`src/rtl/bdq_pkg.sv`:
```
package bdq_pkg;

    // Field widths of the request and response items.
    localparam int VALUE_W  = 32;
    localparam int TYPE_W   = 3;
    localparam int STATUS_W = 2;
    localparam int OCC_W    = 7;

    // Request type codes.
    localparam logic [TYPE_W-1:0] REQ_PUSH_FRONT = 3'd0;
    localparam logic [TYPE_W-1:0] REQ_PUSH_BACK  = 3'd1;
    localparam logic [TYPE_W-1:0] REQ_POP_FRONT  = 3'd2;
    localparam logic [TYPE_W-1:0] REQ_POP_BACK   = 3'd3;
    localparam logic [TYPE_W-1:0] REQ_DELETE     = 3'd4;
    localparam logic [TYPE_W-1:0] REQ_CONTAINS   = 3'd5;

    // Response status codes.
    localparam logic [STATUS_W-1:0] ST_OK       = 2'd0;
    localparam logic [STATUS_W-1:0] ST_EMPTY    = 2'd1;
    localparam logic [STATUS_W-1:0] ST_FULL     = 2'd2;
    localparam logic [STATUS_W-1:0] ST_NOTFOUND = 2'd3;

    typedef struct packed {
        logic [TYPE_W-1:0]         req_type;
        logic signed [VALUE_W-1:0] req_value;
    } t_req;

    typedef struct packed {
        logic signed [VALUE_W-1:0] resp_value;
        logic                      hit;
        logic [STATUS_W-1:0]       status;
        logic [OCC_W-1:0]          occupancy;
    } t_resp;

endpackage

```
`src/rtl/bdq_ram.sv`:
```
module bdq_ram #(
    parameter int WIDTH = 32,
    parameter int DEPTH = 64
) (
    input  logic                     i_clk,
    input  logic                     i_we,
    input  logic [$clog2(DEPTH)-1:0] i_waddr,
    input  logic [WIDTH-1:0]         i_wdata,
    input  logic [$clog2(DEPTH)-1:0] i_raddr,
    output logic [WIDTH-1:0]         o_rdata
);

    logic [WIDTH-1:0] r_mem [DEPTH];

    // One write port and one registered read port.
    always_ff @(posedge i_clk) begin
        if (i_we) begin
            r_mem[i_waddr] <= i_wdata;
        end
        o_rdata <= r_mem[i_raddr];
    end

endmodule

```
`src/rtl/bounded_deque_with_search.sv`:
```
// Channel   Direction  Signals                          Payload
// request   in         i_req_valid / o_req_ready        i_req  (t_req)
// response  out        o_resp_valid / i_resp_ready      o_resp (t_resp)
//
// Push and unused types go from execute to the response state; pop waits for the RAM read first.
// Contains and delete scan one entry per cycle through the single read port
// of the entry RAM; delete then closes the gap with a read/write pass that
// overlaps one read and one write per cycle.
// Reset is synchronous and clears pointers and count; the RAM is not cleared.
// A result waits in the output register, and the next request is taken
// while it waits; only the following result stalls until it is taken.
module bounded_deque_with_search
    import bdq_pkg::*;
#(
    parameter int DEPTH = 64
) (
    input  logic  i_clk,
    input  logic  i_rst_n,
    input  logic  i_req_valid,
    output logic  o_req_ready,
    input  t_req  i_req,
    output logic  o_resp_valid,
    input  logic  i_resp_ready,
    output t_resp o_resp
);

    localparam int IDX_W = $clog2(DEPTH);
    localparam int CNT_W = $clog2(DEPTH + 1);

    typedef enum logic [2:0] {
        S_IDLE,
        S_EXEC,
        S_POPW,
        S_SCAN,
        S_SHIFT,
        S_RESP
    } t_state;

    t_state                    r_state, n_state;
    logic [TYPE_W-1:0]         r_type, n_type;
    logic [VALUE_W-1:0]        r_val, n_val;
    logic [IDX_W-1:0]          r_front, n_front;
    logic [CNT_W-1:0]          r_count, n_count;
    logic [CNT_W-1:0]          r_pos, n_pos;
    logic [CNT_W-1:0]          r_cmp_pos, n_cmp_pos;
    logic                      r_pend, n_pend;
    t_resp                     r_res, n_res;
    t_resp                     r_out, n_out;
    logic                      r_out_valid, n_out_valid;

    logic                      mem_we;
    logic [IDX_W-1:0]          mem_waddr;
    logic [VALUE_W-1:0]        mem_wdata;
    logic [IDX_W-1:0]          mem_raddr;
    logic [VALUE_W-1:0]        mem_rdata;
    logic                      match;
    logic                      full;

    // Ring slot of a position counted from the front.
    function automatic logic [IDX_W-1:0] ring_slot(input logic [IDX_W-1:0] base,
                                                   input logic [IDX_W-1:0] pos);
        logic [IDX_W:0] sum;
        sum = {1'b0, base} + {1'b0, pos};
        if (sum >= (IDX_W+1)'(DEPTH)) begin
            sum = sum - (IDX_W+1)'(DEPTH);
        end
        return sum[IDX_W-1:0];
    endfunction

    bdq_ram #(
        .WIDTH (VALUE_W),
        .DEPTH (DEPTH)
    ) u_ram (
        .i_clk   (i_clk),
        .i_we    (mem_we),
        .i_waddr (mem_waddr),
        .i_wdata (mem_wdata),
        .i_raddr (mem_raddr),
        .o_rdata (mem_rdata)
    );

    assign match = r_pend && (mem_rdata == r_val);
    assign full  = (r_count == CNT_W'(DEPTH));

    // Next-state logic and RAM control.
    always_comb begin
        n_state     = r_state;
        n_type      = r_type;
        n_val       = r_val;
        n_front     = r_front;
        n_count     = r_count;
        n_pos       = r_pos;
        n_cmp_pos   = r_cmp_pos;
        n_pend      = r_pend;
        n_res       = r_res;
        n_out       = r_out;
        n_out_valid = r_out_valid;
        mem_we      = 1'b0;
        mem_waddr   = r_front;
        mem_wdata   = r_val;
        mem_raddr   = r_front;

        // The output register empties on a transfer.
        if (r_out_valid && i_resp_ready) begin
            n_out_valid = 1'b0;
        end

        unique case (r_state)
            S_IDLE: begin
                if (i_req_valid) begin
                    n_type  = i_req.req_type;
                    n_val   = i_req.req_value;
                    n_state = S_EXEC;
                end
            end

            S_EXEC: begin
                n_res           = '0;
                n_res.occupancy = OCC_W'(r_count);
                n_state         = S_RESP;
                unique case (r_type)
                    REQ_PUSH_FRONT: begin
                        if (full) begin
                            n_res.status = ST_FULL;
                        end else begin
                            n_front = (r_front == '0) ? IDX_W'(DEPTH - 1)
                                                      : r_front - IDX_W'(1);
                            mem_we          = 1'b1;
                            mem_waddr       = n_front;
                            n_count         = r_count + CNT_W'(1);
                            n_res.occupancy = OCC_W'(n_count);
                        end
                    end
                    REQ_PUSH_BACK: begin
                        if (full) begin
                            n_res.status = ST_FULL;
                        end else begin
                            mem_we          = 1'b1;
                            mem_waddr       = ring_slot(r_front, r_count[IDX_W-1:0]);
                            n_count         = r_count + CNT_W'(1);
                            n_res.occupancy = OCC_W'(n_count);
                        end
                    end
                    REQ_POP_FRONT, REQ_POP_BACK: begin
                        if (r_count == '0) begin
                            n_res.status = ST_EMPTY;
                        end else begin
                            if (r_type == REQ_POP_BACK) begin
                                mem_raddr = ring_slot(r_front,
                                                      IDX_W'(r_count - CNT_W'(1)));
                            end
                            n_state = S_POPW;
                        end
                    end
                    REQ_DELETE, REQ_CONTAINS: begin
                        n_pos   = '0;
                        n_pend  = 1'b0;
                        n_state = S_SCAN;
                    end
                    default: begin
                        n_state = S_RESP;
                    end
                endcase
            end

            // Read data of the popped entry is valid now.
            S_POPW: begin
                n_res            = '0;
                n_res.resp_value = mem_rdata;
                n_res.hit        = 1'b1;
                n_res.status     = ST_OK;
                n_count          = r_count - CNT_W'(1);
                n_res.occupancy  = OCC_W'(n_count);
                if (r_type == REQ_POP_FRONT) begin
                    n_front = (r_front == IDX_W'(DEPTH - 1)) ? '0 : r_front + IDX_W'(1);
                end
                n_state = S_RESP;
            end

            // One read per cycle; compare the entry read in the previous cycle.
            S_SCAN: begin
                if (match) begin
                    if (r_type == REQ_CONTAINS) begin
                        n_res           = '0;
                        n_res.hit       = 1'b1;
                        n_res.occupancy = OCC_W'(r_count);
                        n_state         = S_RESP;
                    end else begin
                        // r_pos already points at the entry after the match.
                        n_pend  = 1'b0;
                        n_state = S_SHIFT;
                    end
                end else if (r_pos < r_count) begin
                    mem_raddr = ring_slot(r_front, r_pos[IDX_W-1:0]);
                    n_cmp_pos = r_pos;
                    n_pend    = 1'b1;
                    n_pos     = r_pos + CNT_W'(1);
                end else begin
                    n_res           = '0;
                    n_res.status    = ST_NOTFOUND;
                    n_res.occupancy = OCC_W'(r_count);
                    n_state         = S_RESP;
                end
            end

            // Move each later entry one place toward the front.
            S_SHIFT: begin
                if (r_pend) begin
                    mem_we    = 1'b1;
                    mem_waddr = ring_slot(r_front, IDX_W'(r_cmp_pos - CNT_W'(1)));
                    mem_wdata = mem_rdata;
                end
                if (r_pos < r_count) begin
                    mem_raddr = ring_slot(r_front, r_pos[IDX_W-1:0]);
                    n_cmp_pos = r_pos;
                    n_pend    = 1'b1;
                    n_pos     = r_pos + CNT_W'(1);
                end else begin
                    n_pend = 1'b0;
                    if (!r_pend) begin
                        n_count         = r_count - CNT_W'(1);
                        n_res           = '0;
                        n_res.hit       = 1'b1;
                        n_res.occupancy = OCC_W'(n_count);
                        n_state         = S_RESP;
                    end
                end
            end

            // Hand the result to the output register once it is free.
            S_RESP: begin
                if (!r_out_valid || i_resp_ready) begin
                    n_out       = r_res;
                    n_out_valid = 1'b1;
                    n_state     = S_IDLE;
                end
            end

            default: begin
                n_state = S_IDLE;
            end
        endcase
    end

    // State, pointers and registered outputs.
    always_ff @(posedge i_clk) begin
        r_type    <= n_type;
        r_val     <= n_val;
        r_pos     <= n_pos;
        r_cmp_pos <= n_cmp_pos;
        r_res     <= n_res;
        r_out     <= n_out;
        if (!i_rst_n) begin
            r_state     <= S_IDLE;
            r_front     <= '0;
            r_count     <= '0;
            r_pend      <= 1'b0;
            r_out_valid <= 1'b0;
        end else begin
            r_state     <= n_state;
            r_front     <= n_front;
            r_count     <= n_count;
            r_pend      <= n_pend;
            r_out_valid <= n_out_valid;
        end
    end

    assign o_req_ready  = (r_state == S_IDLE);
    assign o_resp_valid = r_out_valid;
    assign o_resp       = r_out;

endmodule

```
`config.mk`:
```
export PLATFORM = sky130hd
export DESIGN_NAME = bounded_deque_with_search
export DESIGN_NICKNAME = d
export VERILOG_FILES = /design/src/rtl/bdq_pkg.sv /design/src/rtl/bdq_ram.sv /design/src/rtl/bounded_deque_with_search.sv
export SDC_FILE = /design/constraint.sdc
export NUM_CORES = 2
export LEC_CHECK = 0
export ABC_CLOCK_PERIOD_IN_PS = 11600
export BUFFER_PORTS_ARGS = -buffer_cell sky130_fd_sc_hd__buf_4
export CAP_MARGIN = 40
export CORE_ASPECT_RATIO = 1.75
export CORE_MARGIN = 2
export CORE_UTILIZATION = 55
export CTS_BUF_LIST = sky130_fd_sc_hd__clkbuf_8
export DETAILED_ROUTE_END_ITERATION = 8
export PLACE_DENSITY = 0.71
export SKIP_LAST_GASP = 1
export SLEW_MARGIN = 20
export SYNTH_ARGS = -nofsm -noshare
export SYNTH_HDL_FRONTEND = slang
export SYNTH_SLANG_ARGS = --single-unit
export TNS_END_PERCENT = 5
```
`constraint.sdc`:
```
create_clock -name i_clk -period 11.6 [get_ports i_clk]
set_clock_uncertainty 0.2 [all_clocks]
set_input_delay 1.16 -clock i_clk [delete_from_list [all_inputs] [get_ports i_clk]]
set_output_delay 1.16 -clock i_clk [all_outputs]
set_load 0.01 [all_outputs]
```
==> metrics.md <==
| Metric | Value |
|---|---|
| Sw power | 8.24 mW |
| Die Span Y | 537 µm |
| Met2 WL | 134 mm |
| Crit path required time | 12190 ps |
| Initial antenna violation count | 12 |
| Worst slew pin tran | 1110 ps |
| Layout area overhead | 11.2% |
| Clock buffer depth | 4 |
| Starting Density | 0.553 |
| Setup TNS | 0 ps |
| CTS H-Tree Depth | 5 |
| Number of I/O port buffers | 82 |
| Final Setup Violations | 0 |
| Synthesized flop and latch total | 2230 |
| Switching portion of total power | 0.366 |
| Nets | 6713 |
| Ys async rst share | 0 |
| Synth top area share | 0.734 |
| M1 WL | 87.0 mm |
| Ports | 83 |
| Initial DRC count | 8490 |
| Total power | 22.5 mW |
| Share of layout cells above drive strength 1 | 0.128 |
| Final period utilization | 0.585 |
| Via count | 58200 |
| DR WL/cell | 30.5 µm |
| Pins Over Slew Limit | 0 |
| Number of synthesized flops with an enable pin | 2180 |
| Final ANT Viol Nets | 0 |
| Flop pwr share | 0.433 |
| Hold_buf cts | 0 |
| FMAX | 0.147 GHz |
| Top FF cell, synth | edfxtp_1 |
| CP max stage cell | nor4_2 |
| Largest net degree at the start of global routing | 179 |
| Synth top cells by count | edfxtp_1, nand2_1, nand3_1 |
| Max FO, Critical Path | 149 |
| Vias in the first global route | 56400 |
| Most frequent cell after synthesis | edfxtp_1 |
| CTS sink count | 2230 |
| Routed vias/inst | 6.44 |
| CP max stage delay | 740 ps |
| Post-synthesis cell area | 89200 µm² |
| Pre-CTS worst setup slack | 4900 ps |
| Ys Warns | 0 |
| Clock share of power | 0.259 |
| Routed WL | 276 mm |
| Class of the worst hold path | input pin to flip-flop |
| Critical path capture point type | flip-flop |
| Lkg Pwr | 34.4 nW |
| CP Cell Sequence | xnor2_1, nand4_1, nor4_2, nand4_1, o221ai_4, buf_4, buf_16, buf_12, buf_4, mux2_2, o21ai_0, a31oi_1, or4_1, a32oi_1, o21ai_1 |
| Num CTS Buffers | 303 |
| Synthesized area per cell | 13.9 µm² |
| Worst-path clk slew | 70 ps |
| Detailed Routing Iterations Pass 1 | 8 |
| Outcome | finished, final reports clean |
| Final setup margin | 4810 ps |
| PwrDens | 227 nW/µm² |
| DR DRC count | 0 |
| Met3 wire len | 29.3 mm |
| Synth area leader | edfxtp_1 |
| Worst slew margin | 0.257 |
| # resized after CTS | 0 |
| Cell Rows | 195 |
| Tot GR Track Use | 0.330 |
| Register area share after synthesis | 0.745 |
| Setup CP Type | flip-flop to flip-flop |
| Combinational Power Share | 0.308 |
| Max IR drop VDD | 226 µV |
| RSZ-0062 raised after global routing | false |
| Root buf cell | clkbuf_8 |
| Min Clock Period, post-route | 6790 ps |
| Setup crit start kind | flip-flop |
| Fillers | 11700 |
| Flop-to-flop setup slack | 4810 ps |
| Post CTS Setup Buffer Count | 0 |
| CP arrival | 7380 ps |
| Cell count after synthesis | 6410 |
| Die ar. | 166000 µm² |
| Post-DP HPWL | 161 mm |
| Ranking of synthesized cells by area | edfxtp_1, nand2_1, nand3_1 |
| Max-Cap Viols | 0 |
| Max Used Layer | met5 |
| Syn nets | 6489 |
| Pint | 14.3 mW |
| Hold Vio Cnt, Final | 0 |
| Final core utilization | 0.615 |
| Placer congestion estimate | 0.986 |
| Clk_lat worst skew | 940 ps |
| Gr ovfl total | 0 |
| Die width | 309 µm |
| First-pass GRT wire length | 389 mm |
| CTS tree | yes |
| Yosys cell types | 87 |
| Core area | 161000 µm² |
state kept, by name, summed over array words and instances, names as in the netlist, 6 cells and up:
name and flops:
o_resp 42, r_cmp_pos 6, r_count 7, r_front 6
r_pos 7, r_res 42, r_val 32, u_ram.o_rdata 32
u_ram.r_mem 2048
logic make-up after synthesis:
family | synth area share
DFF | 0.745
AOI/OAI and AO/OA | 0.0621
adders and majority gates | 0.00594
and+or+nand+nor | 0.126
buffers and inverters | 0.0224
xor gates and xnor gates | 0.00658
muxes | 0.0327
power groups by stage:
stage               Combinational [mW]  Clock (mW)  Sequential, mW
floorplan                         4.08           0            9.77
global placement                  6.53           0            9.90
detailed placement                6.68           0            9.90
CTS                               6.70        5.86            9.73
global route                      7.21        6.17            9.75
finish                            6.95        5.84            9.75
critical path: cells and delay by family (launching register included):
kind | cells | cell delay (ps)
and+or+nand+nor | 4 | 2070
buffers and inverters | 4 | 1720
AOI/OAI and AO/OA | 5 | 990
DFF | 1 | 700
muxes | 1 | 400
xor gates and xnor gates | 1 | 200
area by class of cell:
cell class | instances | area [µm²] | share of cell area
antenna | 6 | 15.0 | 0.000151
clock buffer | 326 | 4490 | 0.0452
clock inverter | 210 | 1300 | 0.0131
inverter | 27 | 101 | 0.00102
multi-input combinational | 3762 | 21500 | 0.216
sequential | 2230 | 66500 | 0.670
tap | 2167 | 2710 | 0.0273
timing repair buffer | 310 | 2700 | 0.0272
layer usage:
layer / track usage / vias up
met5: 0 / -
li1: - / 24500
met3: 0.0661 / 1037
met4: 0.261 / 6
met2: 0.545 / 4108
met1: 0.374 / 28600
path summary, 6_finish.rpt:
check                 endpoint         startpoint  depth (start not counted)
max reg2reg  u_ram.o_rdata[13]  u_ram.o_rdata[22]                         15
max          u_ram.o_rdata[13]  u_ram.o_rdata[22]                         15
min reg2reg          o_resp[9]           r_res[9]                          0
min                  r_val[20]          i_req[20]                          1
cell usage in the layout, fill, tap and decap left out, types with 28 or more instances in the layout:
cell      Yosys  routed
a21oi_1     173     172
a311oi_1     59      58
a31oi_1     121     119
a32o_1       51      51
a32oi_1      65      65
and3_1      129     129
buf_4        38     261
clkbuf_8      0     326
clkinv_1      2      51
clkinv_2      0      36
dfxtp_1      50      50
edfxtp_1   2180    2180
ha_1         36      36
inv_1        25     117
mux2_2       55      53
mux2i_1     230     230
nand2_1    1620    1619
nand3_1     531     531
nand4_1      33      33
nor2_1      127      60
nor2_4        4      72
nor3_1       32      28
o21ai_0     105     105
o22ai_1      31      31
xnor2_1      54      53
stage by stage:
stage	hold slack, ps	area [µm²]	instances
2_1_floorplan	200	89200	6410
5_1_grt	200	99200	9033
3_3_place_gp	201	92900	8454
6_report	198	99300	9038
3_5_place_dp	205	93200	8482
4_1_cts	164	99000	9018
(Power assumes the default switching activity.)
